**config.mk**
```make
export PLATFORM = sky130hd
export DESIGN_NAME = lru_key_value_cache_top
export DESIGN_NICKNAME = d
export VERILOG_FILES = /design/src/rtl/lkvc_pkg.sv /design/src/rtl/lkvc_store.sv /design/src/rtl/lkvc_rank.sv /design/src/rtl/lru_key_value_cache_top.sv
export VERILOG_INCLUDE_DIRS = /design/src /design/src/rtl
export SDC_FILE = /design/constraint.sdc
export NUM_CORES = 1
export LEC_CHECK = 0
export ABC_AREA = 1
export BUFFER_PORTS_ARGS = -buffer_cell sky130_fd_sc_hd__buf_2
export CORE_ASPECT_RATIO = 1.1
export CORE_MARGIN = 2
export CORE_UTILIZATION = 40
export CTS_CLUSTER_SIZE = 40
export DETAILED_ROUTE_END_ITERATION = 12
export SLEW_MARGIN = 10
export SYNTH_ARGS = -nofsm -noshare
export SYNTH_HDL_FRONTEND = slang
export SYNTH_SLANG_ARGS = --single-unit
```
**constraint.sdc**
```tcl
create_clock -name clk -period 6.41 [get_ports clk]
set_clock_uncertainty 0.1 [all_clocks]
set_input_delay 0.3205 -clock clk [delete_from_list [all_inputs] [get_ports clk]]
set_output_delay 0.3205 -clock clk [all_outputs]
set_load 0.05 [all_outputs]
```
**src/rtl/lru_key_value_cache_top_defines.svh**
```systemverilog
`ifndef LRU_KEY_VALUE_CACHE_TOP_DEFINES_SVH
`define LRU_KEY_VALUE_CACHE_TOP_DEFINES_SVH

// same-cycle implication, sampled on clk, off while rst_n is low
`define LKVC_AST_IMP(lbl, ante, cons, msg) \
  lbl: assert property (@(posedge clk) disable iff (!rst_n) (ante) |-> (cons)) \
    else $error(msg);

// next-cycle implication
`define LKVC_AST_NXT(lbl, ante, cons, msg) \
  lbl: assert property (@(posedge clk) disable iff (!rst_n) (ante) |=> (cons)) \
    else $error(msg);

`endif

```
**src/rtl/lkvc_pkg.sv**
```systemverilog
`timescale 1ns / 1ps
`default_nettype none

package lkvc_pkg;

  localparam int LKVC_MAX_ENTRIES = 16;
  localparam int LKVC_KEY_W       = 32;
  localparam int LKVC_VAL_W       = 32;
  localparam int LKVC_CAP_W       = 5;

  localparam logic [LKVC_CAP_W-1:0] LKVC_CAP_RESET = LKVC_CAP_W'(16);
  localparam logic [LKVC_VAL_W-1:0] LKVC_MISS_VAL  = '1;

  typedef enum logic {
    OP_GET = 1'b0,
    OP_PUT = 1'b1
  } lkvc_op_t;

  // recency update request for lkvc_rank
  typedef struct packed {
    logic en;
    logic set_valid;
    logic limit_all;
  } lkvc_upd_t;

endpackage

`default_nettype wire

```
**src/rtl/lkvc_store.sv**
```systemverilog
`timescale 1ns / 1ps
`default_nettype none

module lkvc_store
  import lkvc_pkg::*;
#(
  parameter int MAX_ENTRIES = LKVC_MAX_ENTRIES,
  parameter int AW          = (MAX_ENTRIES > 1) ? $clog2(MAX_ENTRIES) : 1
) (
  input  wire logic                  clk,
  input  wire logic [AW-1:0]         key_raddr,
  output logic      [LKVC_KEY_W-1:0] key_q,
  input  wire logic [AW-1:0]         data_raddr,
  output logic      [LKVC_VAL_W-1:0] data_q,
  input  wire logic                  we,
  input  wire logic [AW-1:0]         waddr,
  input  wire logic [LKVC_KEY_W-1:0] wkey,
  input  wire logic [LKVC_VAL_W-1:0] wdata
);

  logic [LKVC_KEY_W-1:0] key_mem  [MAX_ENTRIES];
  logic [LKVC_VAL_W-1:0] data_mem [MAX_ENTRIES];

  always_ff @(posedge clk) begin
    if (we) begin
      key_mem[waddr]  <= wkey;
      data_mem[waddr] <= wdata;
    end
    key_q  <= key_mem[key_raddr];
    data_q <= data_mem[data_raddr];
  end

endmodule

`default_nettype wire

```
**src/rtl/lkvc_rank.sv**
```systemverilog
`timescale 1ns / 1ps
`default_nettype none

module lkvc_rank
  import lkvc_pkg::*;
#(
  parameter int MAX_ENTRIES = LKVC_MAX_ENTRIES,
  parameter int AW          = (MAX_ENTRIES > 1) ? $clog2(MAX_ENTRIES) : 1,
  parameter int FW          = $clog2(MAX_ENTRIES + 1)
) (
  input  wire logic            clk,
  input  wire logic            rst_n,
  input  wire logic [AW-1:0]   rd_idx,
  output logic                 valid_q,
  output logic      [AW-1:0]   age_q,
  output logic      [FW-1:0]   fill,
  input  wire lkvc_upd_t       upd,
  input  wire logic [AW-1:0]   tgt,
  input  wire logic [AW-1:0]   limit
);

  logic [MAX_ENTRIES-1:0] valid_r;
  logic [AW-1:0]          age_r [MAX_ENTRIES];
  logic [FW-1:0]          fill_r;

  // age 0 = newest (tgt); other valid ones below limit (or all) age +1
  always_ff @(posedge clk) begin
    if (!rst_n) begin
      valid_r <= '0;
      fill_r  <= '0;
      for (int i = 0; i < MAX_ENTRIES; i++) begin
        age_r[i] <= '0;
      end
    end else if (upd.en) begin
      for (int i = 0; i < MAX_ENTRIES; i++) begin
        if (AW'(i) == tgt) begin
          age_r[i] <= '0;
        end else if (valid_r[i] && (upd.limit_all || age_r[i] < limit)) begin
          age_r[i] <= age_r[i] + AW'(1);
        end
      end
      if (upd.set_valid) begin
        valid_r[tgt] <= 1'b1;
        fill_r       <= fill_r + FW'(1);
      end
    end
  end

  always_ff @(posedge clk) begin
    valid_q <= valid_r[rd_idx];
    age_q   <= age_r[rd_idx];
  end

  assign fill = fill_r;

endmodule

`default_nettype wire

```
**src/rtl/lru_key_value_cache_top.sv**
```systemverilog
`timescale 1ns / 1ps
`default_nettype none
// Channel | Ports          | Contents (lowest bit first)
// --------+----------------+---------------------------------------------
// request | in_t*          | tdata: key[31:0], value[63:32]; tuser: opcode
// result  | out_t*         | tdata: read_value[31:0]; tuser: hit, evicted
// config  | cfg_wr_*       | capacity[4:0]
//
// Each request runs a scan of one entry a cycle through the single key
// comparator, then decide, update, and hand-off to the output register.
// in_tready is high only while the sequencer is idle; a waiting result does
// not block the next request until its own hand-off.
// Synchronous active-low reset clears valid bits, ranks, occupancy and sets
// capacity to 16; key and value storage is not cleared.

`include "lru_key_value_cache_top_defines.svh"

module lru_key_value_cache_top
  import lkvc_pkg::*;
#(
  parameter int MAX_ENTRIES = LKVC_MAX_ENTRIES
) (
  input  wire logic                  clk,
  input  wire logic                  rst_n,
  input  wire logic                  in_tvalid,
  output logic                       in_tready,
  input  wire logic [63:0]           in_tdata,   // key[31:0], value[63:32]
  input  wire logic                  in_tuser,   // opcode
  output logic                       out_tvalid,
  input  wire logic                  out_tready,
  output logic      [31:0]           out_tdata,  // read_value[31:0]
  output logic      [1:0]            out_tuser,  // hit[0], evicted[1]
  input  wire logic                  cfg_wr_en,
  input  wire logic [LKVC_CAP_W-1:0] cfg_wr_data
);

  localparam int AW = (MAX_ENTRIES > 1) ? $clog2(MAX_ENTRIES) : 1;
  localparam int FW = $clog2(MAX_ENTRIES + 1);
  localparam int CW = (FW > LKVC_CAP_W) ? FW : LKVC_CAP_W;

  typedef enum logic [4:0] {
    ST_IDLE    = 5'b00001,
    ST_SCAN    = 5'b00010,
    ST_RESOLVE = 5'b00100,
    ST_UPDATE  = 5'b01000,
    ST_FIN     = 5'b10000
  } state_t;

  // control
  state_t                 st_r, st_nxt;
  logic [FW-1:0]          cnt_r, cnt_nxt;
  logic                   pend_r, pend_nxt;
  logic                   match_found_r, match_found_nxt;
  logic                   slot_found_r, slot_found_nxt;
  logic                   lru_found_r, lru_found_nxt;
  logic                   out_vld_r, out_vld_nxt;
  logic [LKVC_CAP_W-1:0]  cap_r, cap_nxt;
  lkvc_upd_t              upd_r, upd_nxt;
  logic                   wr_r, wr_nxt;

  // payload
  lkvc_op_t               op_r, op_nxt;
  logic [LKVC_KEY_W-1:0]  key_r, key_nxt;
  logic [LKVC_VAL_W-1:0]  val_r, val_nxt;
  logic [AW-1:0]          pend_idx_r, pend_idx_nxt;
  logic [AW-1:0]          match_idx_r, match_idx_nxt;
  logic [AW-1:0]          match_age_r, match_age_nxt;
  logic [AW-1:0]          slot_idx_r, slot_idx_nxt;
  logic [AW-1:0]          lru_idx_r, lru_idx_nxt;
  logic [AW-1:0]          tgt_r, tgt_nxt;
  logic [AW-1:0]          limit_r, limit_nxt;
  logic                   res_hit_r, res_hit_nxt;
  logic                   res_ev_r, res_ev_nxt;
  logic [LKVC_VAL_W-1:0]  res_rd_r, res_rd_nxt;
  logic                   out_hit_r, out_hit_nxt;
  logic                   out_ev_r, out_ev_nxt;
  logic [LKVC_VAL_W-1:0]  out_rd_r, out_rd_nxt;

  logic [LKVC_KEY_W-1:0]  key_q;
  logic [LKVC_VAL_W-1:0]  data_q;
  logic                   valid_q;
  logic [AW-1:0]          age_q;
  logic [FW-1:0]          fill;
  logic                   key_eq;
  logic                   full;
  logic                   scan_done;
  logic [FW-1:0]          fill_m1;

  lkvc_store #(
    .MAX_ENTRIES (MAX_ENTRIES),
    .AW          (AW)
  ) u_store (
    .clk        (clk),
    .key_raddr  (cnt_r[AW-1:0]),
    .key_q      (key_q),
    .data_raddr (match_idx_r),
    .data_q     (data_q),
    .we         (wr_r),
    .waddr      (tgt_r),
    .wkey       (key_r),
    .wdata      (val_r)
  );

  lkvc_rank #(
    .MAX_ENTRIES (MAX_ENTRIES),
    .AW          (AW),
    .FW          (FW)
  ) u_rank (
    .clk     (clk),
    .rst_n   (rst_n),
    .rd_idx  (cnt_r[AW-1:0]),
    .valid_q (valid_q),
    .age_q   (age_q),
    .fill    (fill),
    .upd     (upd_r),
    .tgt     (tgt_r),
    .limit   (limit_r)
  );

  // the shared comparator
  assign key_eq    = (key_q == key_r);
  assign scan_done = (cnt_r == FW'(MAX_ENTRIES));
  assign fill_m1   = fill - FW'(1);

  // capacity 0 acts as 1, above MAX_ENTRIES it saturates
  always_comb begin
    if (cap_r == '0) begin
      full = (fill != '0);
    end else begin
      full = (CW'(fill) >= CW'(cap_r)) || (fill == FW'(MAX_ENTRIES));
    end
  end

  assign in_tready  = (st_r == ST_IDLE);
  assign out_tvalid = out_vld_r;
  assign out_tdata  = out_rd_r;
  assign out_tuser  = {out_ev_r, out_hit_r};

  always_comb begin
    st_nxt          = st_r;
    cnt_nxt         = cnt_r;
    pend_nxt        = 1'b0;
    match_found_nxt = match_found_r;
    slot_found_nxt  = slot_found_r;
    lru_found_nxt   = lru_found_r;
    out_vld_nxt     = out_vld_r && !out_tready;
    cap_nxt         = cfg_wr_en ? cfg_wr_data : cap_r;
    upd_nxt         = '0;
    wr_nxt          = 1'b0;
    op_nxt          = op_r;
    key_nxt         = key_r;
    val_nxt         = val_r;
    pend_idx_nxt    = cnt_r[AW-1:0];
    match_idx_nxt   = match_idx_r;
    match_age_nxt   = match_age_r;
    slot_idx_nxt    = slot_idx_r;
    lru_idx_nxt     = lru_idx_r;
    tgt_nxt         = tgt_r;
    limit_nxt       = limit_r;
    res_hit_nxt     = res_hit_r;
    res_ev_nxt      = res_ev_r;
    res_rd_nxt      = res_rd_r;
    out_hit_nxt     = out_hit_r;
    out_ev_nxt      = out_ev_r;
    out_rd_nxt      = out_rd_r;

    unique case (st_r)
      ST_IDLE: begin
        if (in_tvalid) begin
          op_nxt          = lkvc_op_t'(in_tuser);
          key_nxt         = in_tdata[31:0];
          val_nxt         = in_tdata[63:32];
          cnt_nxt         = '0;
          match_found_nxt = 1'b0;
          slot_found_nxt  = 1'b0;
          lru_found_nxt   = 1'b0;
          st_nxt          = ST_SCAN;
        end
      end

      ST_SCAN: begin
        // read issued at cnt_r, compared in the next cycle at pend_idx_r
        if (!scan_done) begin
          pend_nxt = 1'b1;
          cnt_nxt  = cnt_r + FW'(1);
        end else begin
          st_nxt = ST_RESOLVE;
        end
        if (pend_r) begin
          if (valid_q) begin
            if (!match_found_r && key_eq) begin
              match_found_nxt = 1'b1;
              match_idx_nxt   = pend_idx_r;
              match_age_nxt   = age_q;
            end
            // ranks are distinct, so the oldest holds fill - 1
            if (FW'(age_q) == fill_m1) begin
              lru_found_nxt = 1'b1;
              lru_idx_nxt   = pend_idx_r;
            end
          end else if (!slot_found_r) begin
            slot_found_nxt = 1'b1;
            slot_idx_nxt   = pend_idx_r;
          end
        end
      end

      ST_RESOLVE: begin
        res_hit_nxt = match_found_r;
        res_ev_nxt  = 1'b0;
        res_rd_nxt  = '0;
        st_nxt      = ST_UPDATE;
        if (match_found_r) begin
          tgt_nxt    = match_idx_r;
          limit_nxt  = match_age_r;
          upd_nxt.en = 1'b1;
          wr_nxt     = (op_r == OP_PUT);
        end else if (op_r == OP_GET) begin
          res_rd_nxt = LKVC_MISS_VAL;
        end else if (full || !slot_found_r) begin
          tgt_nxt    = lru_found_r ? lru_idx_r : '0;
          limit_nxt  = fill_m1[AW-1:0];
          upd_nxt.en = 1'b1;
          wr_nxt     = 1'b1;
          res_ev_nxt = 1'b1;
        end else begin
          tgt_nxt           = slot_idx_r;
          upd_nxt.en        = 1'b1;
          upd_nxt.set_valid = 1'b1;
          upd_nxt.limit_all = 1'b1;
          wr_nxt            = 1'b1;
        end
      end

      ST_UPDATE: begin
        if (res_hit_r && (op_r == OP_GET)) begin
          res_rd_nxt = data_q;
        end
        st_nxt = ST_FIN;
      end

      ST_FIN: begin
        if (!out_vld_r || out_tready) begin
          out_vld_nxt = 1'b1;
          out_hit_nxt = res_hit_r;
          out_ev_nxt  = res_ev_r;
          out_rd_nxt  = res_rd_r;
          st_nxt      = ST_IDLE;
        end
      end

      default: st_nxt = ST_IDLE;
    endcase
  end

  always_ff @(posedge clk) begin
    if (!rst_n) begin
      st_r          <= ST_IDLE;
      cnt_r         <= '0;
      pend_r        <= 1'b0;
      match_found_r <= 1'b0;
      slot_found_r  <= 1'b0;
      lru_found_r   <= 1'b0;
      out_vld_r     <= 1'b0;
      cap_r         <= LKVC_CAP_RESET;
      upd_r         <= '0;
      wr_r          <= 1'b0;
    end else begin
      st_r          <= st_nxt;
      cnt_r         <= cnt_nxt;
      pend_r        <= pend_nxt;
      match_found_r <= match_found_nxt;
      slot_found_r  <= slot_found_nxt;
      lru_found_r   <= lru_found_nxt;
      out_vld_r     <= out_vld_nxt;
      cap_r         <= cap_nxt;
      upd_r         <= upd_nxt;
      wr_r          <= wr_nxt;
    end
  end

  always_ff @(posedge clk) begin
    op_r        <= op_nxt;
    key_r       <= key_nxt;
    val_r       <= val_nxt;
    pend_idx_r  <= pend_idx_nxt;
    match_idx_r <= match_idx_nxt;
    match_age_r <= match_age_nxt;
    slot_idx_r  <= slot_idx_nxt;
    lru_idx_r   <= lru_idx_nxt;
    tgt_r       <= tgt_nxt;
    limit_r     <= limit_nxt;
    res_hit_r   <= res_hit_nxt;
    res_ev_r    <= res_ev_nxt;
    res_rd_r    <= res_rd_nxt;
    out_hit_r   <= out_hit_nxt;
    out_ev_r    <= out_ev_nxt;
    out_rd_r    <= out_rd_nxt;
  end

  `LKVC_AST_NXT(a_accept_starts_scan, in_tvalid && in_tready,
                (st_r == ST_SCAN) && (cnt_r == '0), "accepted item did not start a scan")
  `LKVC_AST_IMP(a_resolve_after_full_scan, st_r == ST_RESOLVE,
                cnt_r == FW'(MAX_ENTRIES), "decision taken before scan finished")
  `LKVC_AST_IMP(a_no_hit_and_evict, out_vld_r, !(out_hit_r && out_ev_r),
                "result flags both hit and eviction")
  `LKVC_AST_NXT(a_update_one_cycle, upd_r.en, !upd_r.en && !wr_r,
                "rank update or write held beyond one cycle")

endmodule

`default_nettype wire
```
## Yosys cells after proc, flatten, opt, wreduce, memory -nomap -nowiden

Memories as Yosys holds them, arrays and structs flattened. A register that Yosys moved wholly into a read port is not among the register bits.
Cells that the tools add are included.

| storage, ports and cells | value |
|---|---|
| register bits after elaboration | 207 |
| memory bits (writable) | 1088 |
| input port bits | 75 |
| output and inout bits | 36 |
| word-level logic and storage cells | 436 |
| memories kept | 3 |

Memories:

| name | depth | bits a word | read ports | clocked after Yosys merged registers in | write ports | line | source |
|---|---|---|---|---|---|---|---|
| u_store.data_mem | 16 | 32 | 1 | 1 | 1 | lkvc_store.sv:22 | `logic [LKVC_VAL_W-1:0] data_mem [MAX_ENTRIES];` |
| u_store.key_mem | 16 | 32 | 1 | 1 | 1 | lkvc_store.sv:21 | `logic [LKVC_KEY_W-1:0] key_mem [MAX_ENTRIES];` |
| u_rank.age_r | 16 | 4 | 17 | 1 | 16 | lkvc_rank.sv:23 | `logic [AW-1:0] age_r [MAX_ENTRIES];` |

| operators by class | value |
|---|---|
| add/subtract/negate cells | 19 |
| order comparisons | 20 |
| eq/ne operators | 34 |
| muxes and demuxes | 223 |
| bitwise gates (word level) | 38 |
| reductions and logical operators | 68 |

Operators with widths:

| cell | count |
|---|---|
| $mux 1 | 166 |
| $mux 4 | 39 |
| $mux 32 | 3 |
| $add 4x1->4 const B | 16 |
| $lt 4x4->1 | 16 |
| $pmux 32 s2 | 1 |
| $eq 32x32->1 | 1 |
| $eq 4x4->1 const A | 8 |
| $or 1x1->1 | 32 |
| $mux 5 | 5 |
| $pmux 5 s5 | 1 |
| $logic_and 1x1->1 | 20 |
| $logic_or 1x1->1 | 19 |
| $ne 2x2->1 const B | 9 |
| $eq 3x4->1 const A | 4 |
| $or 16x16->16 | 1 |
| $reduce_and 4->1 | 4 |
| $eq 5x5->1 const B | 3 |
| $reduce_and 2->1 | 7 |
| $add 5x1->5 const B | 2 |
| $lt 4x5->1 const B | 2 |
| $pmux 5 s2 | 1 |
| $reduce_and 5->1 | 2 |
| $reduce_and 3->1 | 3 |
| 24 further kinds | 37 |

## Depth between registers and ports, before layout

Gate-level depths: netlist of the first run.

| depth | value |
|---|---|
| depth after elaboration | 9 |
| gate-level depth with buffers | 16 |
| mapped depth without buffers | 12 |

## Modules after synthesis

Synthesis of the first run repeated with hierarchy kept, for this count alone.

| unflattened totals | value |
|---|---|
| cell total of the unflattened synthesis | 5663 |
| area, all modules | 59022.9 um^2 |

By module, submodules not included:

| module | times used | cells an instance | area an instance (um^2) |
|---|---|---|---|
| lkvc_store | 1 | 4215 | 45342.2 |
| lru_key_value_cache_top | 1 | 642 | 7364.6 |
| lkvc_rank | 1 | 806 | 6316.1 |

## Least setup slack after synthesis of the first run

OpenSTA, ideal clock, no wires.

| timing path | value |
|---|---|
| kind | flip-flop to flip-flop |
| start | register tgt_r[0] |
| end | memory u_store.data_mem[10][0], enable pin |
| setup time | 0.565 ns |
| arrival | 5.002 ns |
| data required time | 5.745 ns |
| setup slack | 0.743 ns |
| stages on the path, launching flop included | 4 |
| period minus slack after synthesis | 5.667 ns |
| cells stage by stage | edfxtp_1 inv_1 nand2_1 nor3_1 |

RTL lines:

| element | line | source |
|---|---|---|
| start, declared | lru_key_value_cache_top.sv:70 | `logic [AW-1:0] tgt_r, tgt_nxt;` |
| start signal, assigned | lru_key_value_cache_top.sv:291 | `tgt_r <= tgt_nxt;` |
| end, declared | lkvc_store.sv:22 |  |

No word-level cell before the write port.

## Worst setup path after layout of the first run

| timing path | value |
|---|---|
| start | register tgt_r[0] |
| end | memory u_store.data_mem[6][4], enable pin |

No word-level cell before the write port.

==> results of run 1 <==
[metal layers]
layer	part of all wire	up-vias	GRT usage
met5	0	-	0
met4	0.023	0	0.05700
met3	0.069	205	0.03464
met2	0.46	1152	0.3044
met1	0.45	16470	0.2716
li1	-	15440	-
[repair_timing]
action | 4_1_cts | 5_1_grt
hold endpoints to repair | 75 | 0
hold buffers | 75 | 0
buffers inserted | 0 | 0
[synthesized netlist by cell type]
library cell / instances / share of area
a211oi_1: 2 / 0.00028
a21oi_1: 181 / 0.017
buf_1: 20 / 0.0014
buf_2: 35 / 0.0032
buf_4: 15 / 0.0021
buf_6: 22 / 0.0046
buf_8: 3 / 0.00083
clkbuf_1: 135 / 0.0093
clkinv_1: 2 / 0.00014
dfxtp_1: 117 / 0.043
edfxtp_1: 1245 / 0.69
ha_1: 73 / 0.017
inv_1: 309 / 0.021
inv_2: 5 / 0.00034
mux2i_1: 128 / 0.024
nand2_1: 301 / 0.021
nand3_1: 160 / 0.015
nand3b_1: 2 / 0.00028
nand4_1: 23 / 0.0026
nor2_1: 444 / 0.031
nor2_2: 3 / 0.00034
nor3_1: 23 / 0.0021
nor3b_1: 4 / 0.00055
nor4_1: 2 / 0.00023
o211ai_1: 160 / 0.022
o21a_1: 12 / 0.0017
o21ai_0: 459 / 0.042
o21ai_1: 50 / 0.0046
o21bai_1: 1 / 0.00014
o221ai_1: 57 / 0.0092
o22ai_1: 88 / 0.010
or2_2: 6 / 0.00069
xnor2_1: 22 / 0.0035
xor2_1: 21 / 0.0034
[power groups by stage]
stage	Sequential [mW]	Clock [mW]	Combinational (mW)
finish	10.1	8.13	0.949
global route	10.1	8.61	1.06
floorplan	10.2	0	0.635
CTS	10.1	8.27	0.953
global placement	10.3	0	0.902
detailed placement	10.3	0	0.912
[flip-flops by register name, indices dropped and copies added, names as in the netlist, 5 cells and up]
| signal | flops |
|---|---|
| u_store.data_mem | 512 |
| res_rd_r | 32 |
| out_tdata | 32 |
| cnt_r | 5 |
| u_store.data_q | 32 |
| cap_r | 5 |
| u_rank.age_r | 64 |
| u_store.key_mem | 512 |
| u_rank.fill | 5 |
| u_store.key_q | 32 |
| key_r | 32 |
| val_r | 32 |
| st_r | 5 |
| u_rank.valid_r | 16 |
[cells by family after synthesis]
kind of cell / after synthesis / share of synthesized area
xor+xnor: 43 / 0.006919
compound gates: 1010 / 0.1069
flops: 1362 / 0.7298
simple gates: 968 / 0.07293
mux: 128 / 0.02354
buf+inv: 546 / 0.04314
fa+ha+maj: 73 / 0.01678
[final timing paths]
kind | to | start | depth (start not counted) | slack [ns]
setup / recovery | u_store.data_mem[6][4]$_DFFE_PP_ | tgt_r[0]$_DFFE_PP_ | 6 | 3.39
hold / removal | key_r[25]$_DFFE_PP_ | in_tdata[25] | 2 | 0.16
setup reg to reg | u_store.data_mem[6][4]$_DFFE_PP_ | tgt_r[0]$_DFFE_PP_ | 6 | 3.39
hold reg to reg | out_tdata[22]$_DFFE_PP_ | res_rd_r[22]$_DFFE_PP_ | 0 | 0.31
[layout make-up]
| class | count | area (µm²) |
|---|---|---|
| clock buffer | 212 | 4126 |
| multi-input combinational | 2222 | 12490 |
| tap | 1787 | 2236 |
| fill | 11920 | 72490 |
| sequential | 1362 | 39740 |
| inverter | 316 | 1199 |
| clock inverter | 53 | 486.7 |
| timing repair buffer | 251 | 1834 |
==> results.tsv, run 1 <==
stage	metric	value	unit
status	status	finished clean	
place	pre-CTS WS	3.410	ns
logic_synthesis	number of synthesized register bits	1362	
grt	GRT Residual Overflow	0	
place	Post-DP Area	56750	µm²
setup_path	CP Cell Sequence	inv_1 > nand2_1 > nor2_1 > inv_1 > nor2_4 > buf_4	
cells_and_area	Total Nets Final	4446	
setup_path	critical path class	reg -> reg	
die	Starting Density	0.4044	
die	core area	134600	µm²
sta	Worst-Margin Slew	1.065	ns
sta	Max Freq	330.9	MHz
pwr	leak pwr	21.76	nW
route	Residual DRC	0	
clocking	post_cts resized	0	
pwr	Flop pwr share	0.527	
die	IO Pins	111	
sta	Slew HR	0.2894	
logic_synthesis	YS warnings	0	
setup_path	CP arrival	3.30	ns
logic_synthesis	Synth Net Count	4278	
die	die area	139100	µm²
pwr	Max VDD drop	0.3497	mV
setup_path	Buf/Inv on CP	3	
route	wire per inst	21.85	µm
sta	RSZ-0062 raised after global routing	no	
route	first drt pass iteration count	5	
route	Antenna Nets Post-Route	0	
route	Vias	33260	
cells_and_area	commonest non-fill, non-tap cells in the layout	edfxtp_1 (1,245), o21ai_0 (458), nor2_1 (432)	
pwr	Pwr Density	308.8	nW/µm²
setup_path	Top cell by count, worst path	inv_1	
logic_synthesis	Synth Instances	4130	
place	port buffer count	110	
cells_and_area	fin cells	6203	
grt	pin count of the biggest net entering global routing	203	
setup_path	Critical Path RT	6.69	ns
die	Core Rows	141	
sta	worst setup slack after layout	3.388	ns
logic_synthesis	sequential area share after synthesis	0.7298	
grt	first-pass GRT wire length	202400	µm
sta	Final Setup Violations	0	
flow_run	Max-Cap Viols	0	
place	post-DP HPWL	72680	µm
worst_hold_path	min-delay worst type	in -> reg	
route	Via density	5.362	
setup_path	Worst path slowest cell	buf_4	
sta	Final Hold Slack	0.1574	ns
setup_path	critical-path maximum fanout	46	
cells_and_area	commonest non-fill, non-tap cell in the layout	edfxtp_1	
pwr	Total Power	19.18	mW
setup_path	top cell family by delay on the critical path	buffers and inverters	
cells_and_area	cell area after layout	62110	µm²
pwr	P_int	14.90	mW
cells_and_area	n_diodes	0	
grt	initial antenna violation count	8	
sta	Final Cycle Share	0.4714	
place	gpl congestion	0.8385	
grt	GRT Overall Usage	0.1926	
die	Die Span X	355.7	µm
clocking	total clock buffers created by CTS	145	
pwr	combinational power share	0.049	
logic_synthesis	mean post-synth cell area	13.18	µm²
cells_and_area	layout cells sized above 1	0.09307	
pwr	Switching Power	4.280	mW
place	Placed Instances	5863	
clocking	total clock sinks	1362	
clocking	Clock Pin Slew Worst Setup and Hold Paths	0.06	ns
clocking	CTS max path bufs	3	
grt	number of global-route vias before repair	32040	
logic_synthesis	post-synthesis cell area	54430	µm²
setup_path	crit end category	flip-flop	
sta	final hold viol count	0	
clocking	clock insertion delay at the later pin of the skew report	0.78	ns
route	Initial DRC Count	3598	
sta	clock period minus worst slack	3.022	ns
setup_path	type of origin of the critical path	flip-flop	
sta	Post-Route Setup TNS	0	ns
die	Die H	390.9	µm
sta	Max Slew Vio Count	0	
route	final WL	135500	µm
logic_synthesis	Yosys cell types	34	
setup_path	Worst path max stage delay	0.81	ns
cells_and_area	final core occ	0.4614	
clocking	CTS tree	done	
pwr	clock share of power	0.424	
pwr	Sw Ratio	0.2231	
clocking	cell at the root of the clock tree	clkbuf_16	
clocking	htree depth	4	
cells_and_area	Area Growth Syn to Fin	14.11	%
(Power assumes the default switching activity.)
==> run 2: changes to the inputs <==
--- a/config.mk
+++ b/config.mk
@@ -6,7 +6,7 @@
 export SDC_FILE = /design/constraint.sdc
 export NUM_CORES = 1
 export LEC_CHECK = 0
-export ABC_AREA = 1
+export ABC_AREA = 0
 export BUFFER_PORTS_ARGS = -buffer_cell sky130_fd_sc_hd__buf_2
 export CORE_ASPECT_RATIO = 1.1
 export CORE_MARGIN = 2
==> constraint.sdc (replaced) <==
create_clock -name clk -period 2.6 [get_ports clk]
set_clock_uncertainty 0.1 [all_clocks]
set_input_delay 0.13 -clock clk [delete_from_list [all_inputs] [get_ports clk]]
set_output_delay 0.13 -clock clk [all_outputs]
set_load 0.05 [all_outputs]
==> run 2 against run 1 <==
Core utilization up 1.9 points; count of clock-buffer cells in the layout down 16; global-route usage down 1.1 points; critical path type unchanged; critical endpoint is now u_store.data_mem[1][30]$_DFFE_PP_; sequential power up 150%; via count down 22%; synthesized cell count down 39%; fmax up 23%; sequential share of layout area down 0.78 points.
==> results.tsv, run 2 <==
stage	metric	value	unit
route	Antenna Nets Post-Route	0	
pwr	Pwr Density	736.1	nW/µm²
place	Placed Instances	4398	
setup_path	Worst path slowest cell	nor3_1	
place	gpl congestion	0.8250	
flow_run	Max-Cap Viols	0	
die	Die Span X	350.3	µm
place	port buffer count	110	
setup_path	CP arrival	2.79	ns
route	Vias	25870	
cells_and_area	fin cells	4786	
pwr	Max VDD drop	0.6740	mV
logic_synthesis	number of synthesized register bits	1362	
sta	Final Cycle Share	0.9443	
place	Post-DP Area	57010	µm²
place	post-DP HPWL	69560	µm
logic_synthesis	mean post-synth cell area	21.11	µm²
clocking	clock insertion delay at the later pin of the skew report	0.76	ns
grt	GR Layer Usage met2	0.3054	
cells_and_area	largest registers	u_store.data_mem: 512 flops, u_store.key_mem: 512 flops, u_rank.age_r: 64 flops	
logic_synthesis	synth cell count leaders	edfxtp_1 (1,245), mux4_2 (345), dfxtp_1 (117)	
setup_path	CP Cell Sequence	nand2b_1 > nor3_1 > and2_4 > buf_12	
logic_synthesis	Synth Instances	2499	
grt	initial antenna violation count	2	
route	final WL	120500	µm
logic_synthesis	count leader, synth	edfxtp_1	
cells_and_area	Area Growth Syn to Fin	19.21	%
die	Die H	384.9	µm
sta	Worst-Margin Slew	0.7347	ns
die	Core Rows	139	
logic_synthesis	YS warnings	0	
sta	Post-Route Setup TNS	0	ns
logic_synthesis	Yosys cell types	54	
logic_synthesis	Most used DFF post-synth	edfxtp_1	
sta	final hold viol count	0	
clocking	CTS tree	done	
cells_and_area	commonest non-fill, non-tap cells in the layout	edfxtp_1 (1,245), mux4_2 (345), clkbuf_16 (146)	
setup_path	type of origin of the critical path	flip-flop	
grt	GRT Residual Overflow	0	
route	Initial DRC Count	2654	
sta	worst setup slack after layout	0.1449	ns
sta	Final Hold Slack	0.05812	ns
logic_synthesis	Synth Net Count	2647	
setup_path	critical-path maximum fanout	23	
grt	GRT busiest layer	met2	
sta	Max Slew Vio Count	0	
route	wire per inst	25.17	µm
logic_synthesis	Async S/R FF share, synth	0	
worst_hold_path	min-delay worst type	in -> reg	
logic_synthesis	Synth area leader	edfxtp_1	
cells_and_area	final core occ	0.4809	
route	Residual DRC	0	
grt	GRT Overall Usage	0.1816	
die	core area	130800	µm²
logic_synthesis	sequential area share after synthesis	0.7531	
die	Starting Density	0.4034	
grt	number of global-route vias before repair	27410	
sta	Final Setup Violations	0	
place	pre-CTS WS	-0.1146	ns
cells_and_area	cell area after layout	62890	µm²
logic_synthesis	synth top area cells	edfxtp_1 (71%), mux4_2 (15%), dfxtp_1 (4.4%)	
sta	RSZ-0062 raised after global routing	no	
die	IO Pins	111	
grt	grt met1 use	0.2427	
route	first drt pass iteration count	7	
grt	pin count of the biggest net entering global routing	104	
clocking	Clock Pin Slew Worst Setup and Hold Paths	0.06	ns
cells_and_area	layout cells sized above 1	0.2778	
cells_and_area	commonest non-fill, non-tap cell in the layout	edfxtp_1	
sta	Max Freq	407.3	MHz
sta	Slew HR	0.5050	
logic_synthesis	post-synthesis cell area	52760	µm²
cells_and_area	n_diodes	0	
grt	M3 GR Usage	0.03025	
status	status	finished clean	
setup_path	Worst path max stage delay	0.55	ns
clocking	CTS max path bufs	3	
clocking	htree depth	4	
die	die area	134800	µm²
sta	clock period minus worst slack	2.455	ns
pwr	leak pwr	20.56	nW
clocking	cell at the root of the clock tree	clkbuf_16	
route	Via density	5.406	
logic_synthesis	share of the synthesized area in the top cell type	0.7087	
grt	first-pass GRT wire length	179900	µm
pwr	Total Power	46.30	mW
cells_and_area	Total Nets Final	3058	
setup_path	crit end category	flip-flop	
clocking	total clock sinks	1362	
clocking	total clock buffers created by CTS	140	
setup_path	Critical Path RT	2.94	ns
logic_synthesis	EDFF count, synth	1245	
setup_path	critical path class	reg -> reg	
-- run 2: changes by cell type in the layout (fill, tap and decap cells not counted), moves of 68 or more --
cell	before	now
inv_1	304	42
a21oi_1	181	39
mux4_2	0	345
nand3_1	160	22
o211ai_1	160	16
nand2_1	301	46
buf_12	3	71
o22ai_1	88	0
nor2_1	432	55
mux2i_1	128	6
o21ai_0	458	16
-- run 2: worst max-delay path, delay by kind of cell (launching register included) --
family	cells	cell delay, ns
flops	1	0.53
simple gates	3	1.25
buf+inv	1	0.23
-- run 2: worst paths after layout --
path                            slack [ns]                           endpoint  cells after the start                   start
worst min register to register        0.31            out_tdata[15]$_DFFE_PP_                      0  res_rd_r[15]$_DFFE_PP_
worst max-delay path                  0.14  u_store.data_mem[1][30]$_DFFE_PP_                      4      tgt_r[1]$_DFFE_PP_
worst min-delay path                  0.06                 key_r[7]$_DFFE_PP_                      2             in_tdata[7]
worst max register to register        0.14  u_store.data_mem[1][30]$_DFFE_PP_                      4      tgt_r[1]$_DFFE_PP_
-- run 2: power breakdown --
group	switching [mW]	internal [mW]	total, mW
combinational	0.810	0.662	1.47
sequential	0.451	24.5	24.9
clock	8.17	11.7	19.9
total	9.43	36.9	46.3
-- run 2: layout make-up --
type,instances,area [µm²]
sequential,1362,39740
multi-input combinational,972,12360
timing repair buffer,391,3876
inverter,43,161.4
tap,1762,2205
clock buffer,196,3901
clock inverter,60,650.6
fill,10700,67900
-- run 2: repair_timing --
item	4_1_cts	5_1_grt
buffers inserted	1	0
hold endpoints to repair	102	0
endpoints found under the setup margin	9	0
hold buffers	131	0
resized for setup	2	0
-- run 2: logic make-up (layout without fill, tap and decap cells) --
kind of cell / count (synthesis) / in the layout / share of synthesized area
buffers and inverters: 165 / 690 / 0.01418
xor gates and xnor gates: 77 / 77 / 0.01278
adders and majority gates: 73 / 73 / 0.01731
AOI/OAI and AO/OA: 219 / 219 / 0.02958
and+or+nand+nor: 252 / 252 / 0.02467
DFF: 1362 / 1362 / 0.7531
muxes: 351 / 351 / 0.1484
-- run 2: layer usage --
layer	vias up	routed length [µm]
met5	-	0
met4	0	2900
met3	197	6053
li1	11170	-
met2	730	60940
met1	13780	50570
==> run 3: changes to the inputs <==
--- a/config.mk
+++ b/config.mk
@@ -11,6 +11,7 @@
 export CORE_ASPECT_RATIO = 1.1
 export CORE_MARGIN = 2
 export CORE_UTILIZATION = 40
+export CTS_BUF_LIST = sky130_fd_sc_hd__clkbuf_4 sky130_fd_sc_hd__clkbuf_8 sky130_fd_sc_hd__clkbuf_16
 export CTS_CLUSTER_SIZE = 40
 export DETAILED_ROUTE_END_ITERATION = 12
 export SLEW_MARGIN = 10
==> constraint.sdc (replaced) <==
create_clock -name clk -period 2.6 [get_ports clk]
set_clock_uncertainty 0.1 [all_clocks]
set_input_delay 0.13 -clock clk [delete_from_list [all_inputs] [get_ports clk]]
set_output_delay 0.13 -clock clk [all_outputs]
set_load 0.005 [all_outputs]
==> run 3 against run 2 <==
Total power up 0.92%; flip-flop and latch count unchanged; fmax down 0.31%; core utilization up 0.12 points; worst setup slack worse by 0.0076 ns.
==> results.tsv, run 3 (synthesis gave the netlist of run 2 again) <==
stage	metric	value	unit
pwr	P_int	37.32	mW
cells_and_area	fill count	10700	
place	gpl congestion	0.8250	
route	Antenna Nets Post-Route	0	
die	core area	130800	µm²
setup_path	R2R cell count	4	
route	Vias	25890	
sta	Final Cycle Share	0.9472	
flow_run	Max-Cap Viols	0	
grt	M3 GR Usage	0.03064	
setup_path	critical-path maximum fanout	23	
die	Die Span X	350.3	µm
grt	GRT Residual Overflow	0	
setup_path	Worst path max stage delay	0.55	ns
clocking	Clock Pin Slew Worst Setup and Hold Paths	0.06	ns
pwr	combinational power share	0.031	
status	status	finished clean	
route	wire per inst	25.14	µm
pwr	Switching Power	9.399	mW
setup_path	CP arrival	2.80	ns
clocking	total clock buffers created by CTS	140	
setup_path	critical path class	reg -> reg	
die	Starting Density	0.4034	
sta	Final Hold Slack	0.02865	ns
grt	GRT busiest layer	met2	
pwr	clock share of power	0.435	
place	pre-CTS WS	-0.1146	ns
route	Residual DRC	0	
pwr	Total Power	46.72	mW
setup_path	type of origin of the critical path	flip-flop	
worst_hold_path	min-delay worst type	in -> reg	
clocking	CTS max path bufs	3	
cells_and_area	Total Nets Final	3057	
grt	initial antenna violation count	2	
cells_and_area	fin cells	4785	
sta	final hold viol count	0	
sta	Final Setup Violations	0	
cells_and_area	n_diodes	0	
clocking	cell at the root of the clock tree	clkbuf_16	
route	final WL	120300	µm
route	Via density	5.411	
route	first drt pass iteration count	7	
route	Initial DRC Count	2380	
sta	Max Freq	406.1	MHz
setup_path	Worst path slowest cell	nor3_1	
cells_and_area	Area Growth Syn to Fin	19.50	%
cells_and_area	final core occ	0.4821	
pwr	Pwr Density	741.0	nW/µm²
sta	Post-Route Setup TNS	0	ns
place	post-DP HPWL	69560	µm
die	Core Rows	139	
place	port buffer count	110	
place	Placed Instances	4398	
clocking	clock insertion delay at the later pin of the skew report	0.76	ns
clocking	CTS tree	done	
cells_and_area	layout cells sized above 1	0.2924	
clocking	htree depth	4	
sta	clock period minus worst slack	2.463	ns
cells_and_area	largest registers	u_store.data_mem: 512 flops, u_store.key_mem: 512 flops, u_rank.age_r: 64 flops	
cells_and_area	commonest non-fill, non-tap cell in the layout	edfxtp_1	
clocking	total clock sinks	1362	
grt	pin count of the biggest net entering global routing	104	
sta	RSZ-0062 raised after global routing	no	
sta	Worst-Margin Slew	0.7018	ns
worst_hold_path	Hold Path Depth	2	
pwr	leak pwr	20.71	nW
grt	first-pass GRT wire length	179800	µm
setup_path	Buf/Inv on CP	1	
sta	Max Slew Vio Count	0	
die	IO Pins	111	
die	die area	134800	µm²
pwr	Sw Ratio	0.2012	
setup_path	number of stages on the worst setup path	4	
sta	Slew HR	0.5321	
place	Post-DP Area	57010	µm²
pwr	Flop pwr share	0.534	
grt	GRT Overall Usage	0.1815	
grt	number of global-route vias before repair	27380	
grt	GR Layer Usage met2	0.3058	
setup_path	CP Cell Sequence	nand2b_1 > nor3_1 > and2_4 > buf_12	
setup_path	top cell family by delay on the critical path	simple AND/OR/NAND/NOR gates	
pwr	Max VDD drop	0.6739	mV
cells_and_area	commonest non-fill, non-tap cells in the layout	edfxtp_1 (1,245), mux4_2 (345), clkbuf_16 (146)	
die	Die H	384.9	µm
grt	grt met1 use	0.2422	
setup_path	Critical Path RT	2.94	ns
cells_and_area	cell area after layout	63050	µm²
setup_path	crit end category	flip-flop	
sta	worst setup slack after layout	0.1373	ns
run 3: what timing repair did:
| action | in CTS | in global routing |
|---|---|---|
| endpoints found under the setup margin | 9 | 0 |
| hold buffers | 130 | 0 |
| endpoints found under the hold margin | 102 | 0 |
| gates resized for setup | 2 | 0 |
| buffers inserted | 1 | 0 |
run 3: cell type report:
class                      instances  area, µm²  area share
sequential                      1362      39740      0.6303
multi-input combinational        972      12360      0.1960
clock buffer                     196       4066     0.06450
timing repair buffer             390       3866     0.06132
tap                             1762       2205     0.03497
clock inverter                    60      650.6     0.01032
inverter                          43      161.4    0.002560
run 3: metal layers:
metal / up-vias / wire, µm
li1: 11170 / -
met1: 13770 / 49800
met2: 757 / 60980
met3: 200 / 6581
met4: 0 / 2914
met5: - / 0
run 3: power by group through the flow:
| stage | Clock [mW] | Combinational (mW) | Sequential, mW |
|---|---|---|---|
| finish | 20.3 | 1.44 | 24.9 |
| global route | 21.6 | 1.58 | 25.0 |
| CTS | 20.8 | 1.47 | 24.9 |
| detailed placement | 0 | 1.30 | 25.4 |
| global placement | 0 | 1.25 | 25.4 |
| floorplan | 0 | 0.696 | 25.3 |
run 3: path summary, 6_finish.rpt:
path                                             start                                end  slack, ns
worst min register to register  res_rd_r[15]$_DFFE_PP_            out_tdata[15]$_DFFE_PP_       0.31
worst max-delay path                tgt_r[1]$_DFFE_PP_  u_store.data_mem[1][30]$_DFFE_PP_       0.14
worst min-delay path                      in_tdata[15]                key_r[15]$_DFFE_PP_       0.03
worst max register to register      tgt_r[1]$_DFFE_PP_  u_store.data_mem[1][30]$_DFFE_PP_       0.14
run 3: worst register-to-register path, stage by stage (launching register included):
cell,delay [ns]
edfxtp_1,0.52
nand2b_1,0.36
nor3_1,0.55
and2_4,0.36
buf_12,0.24
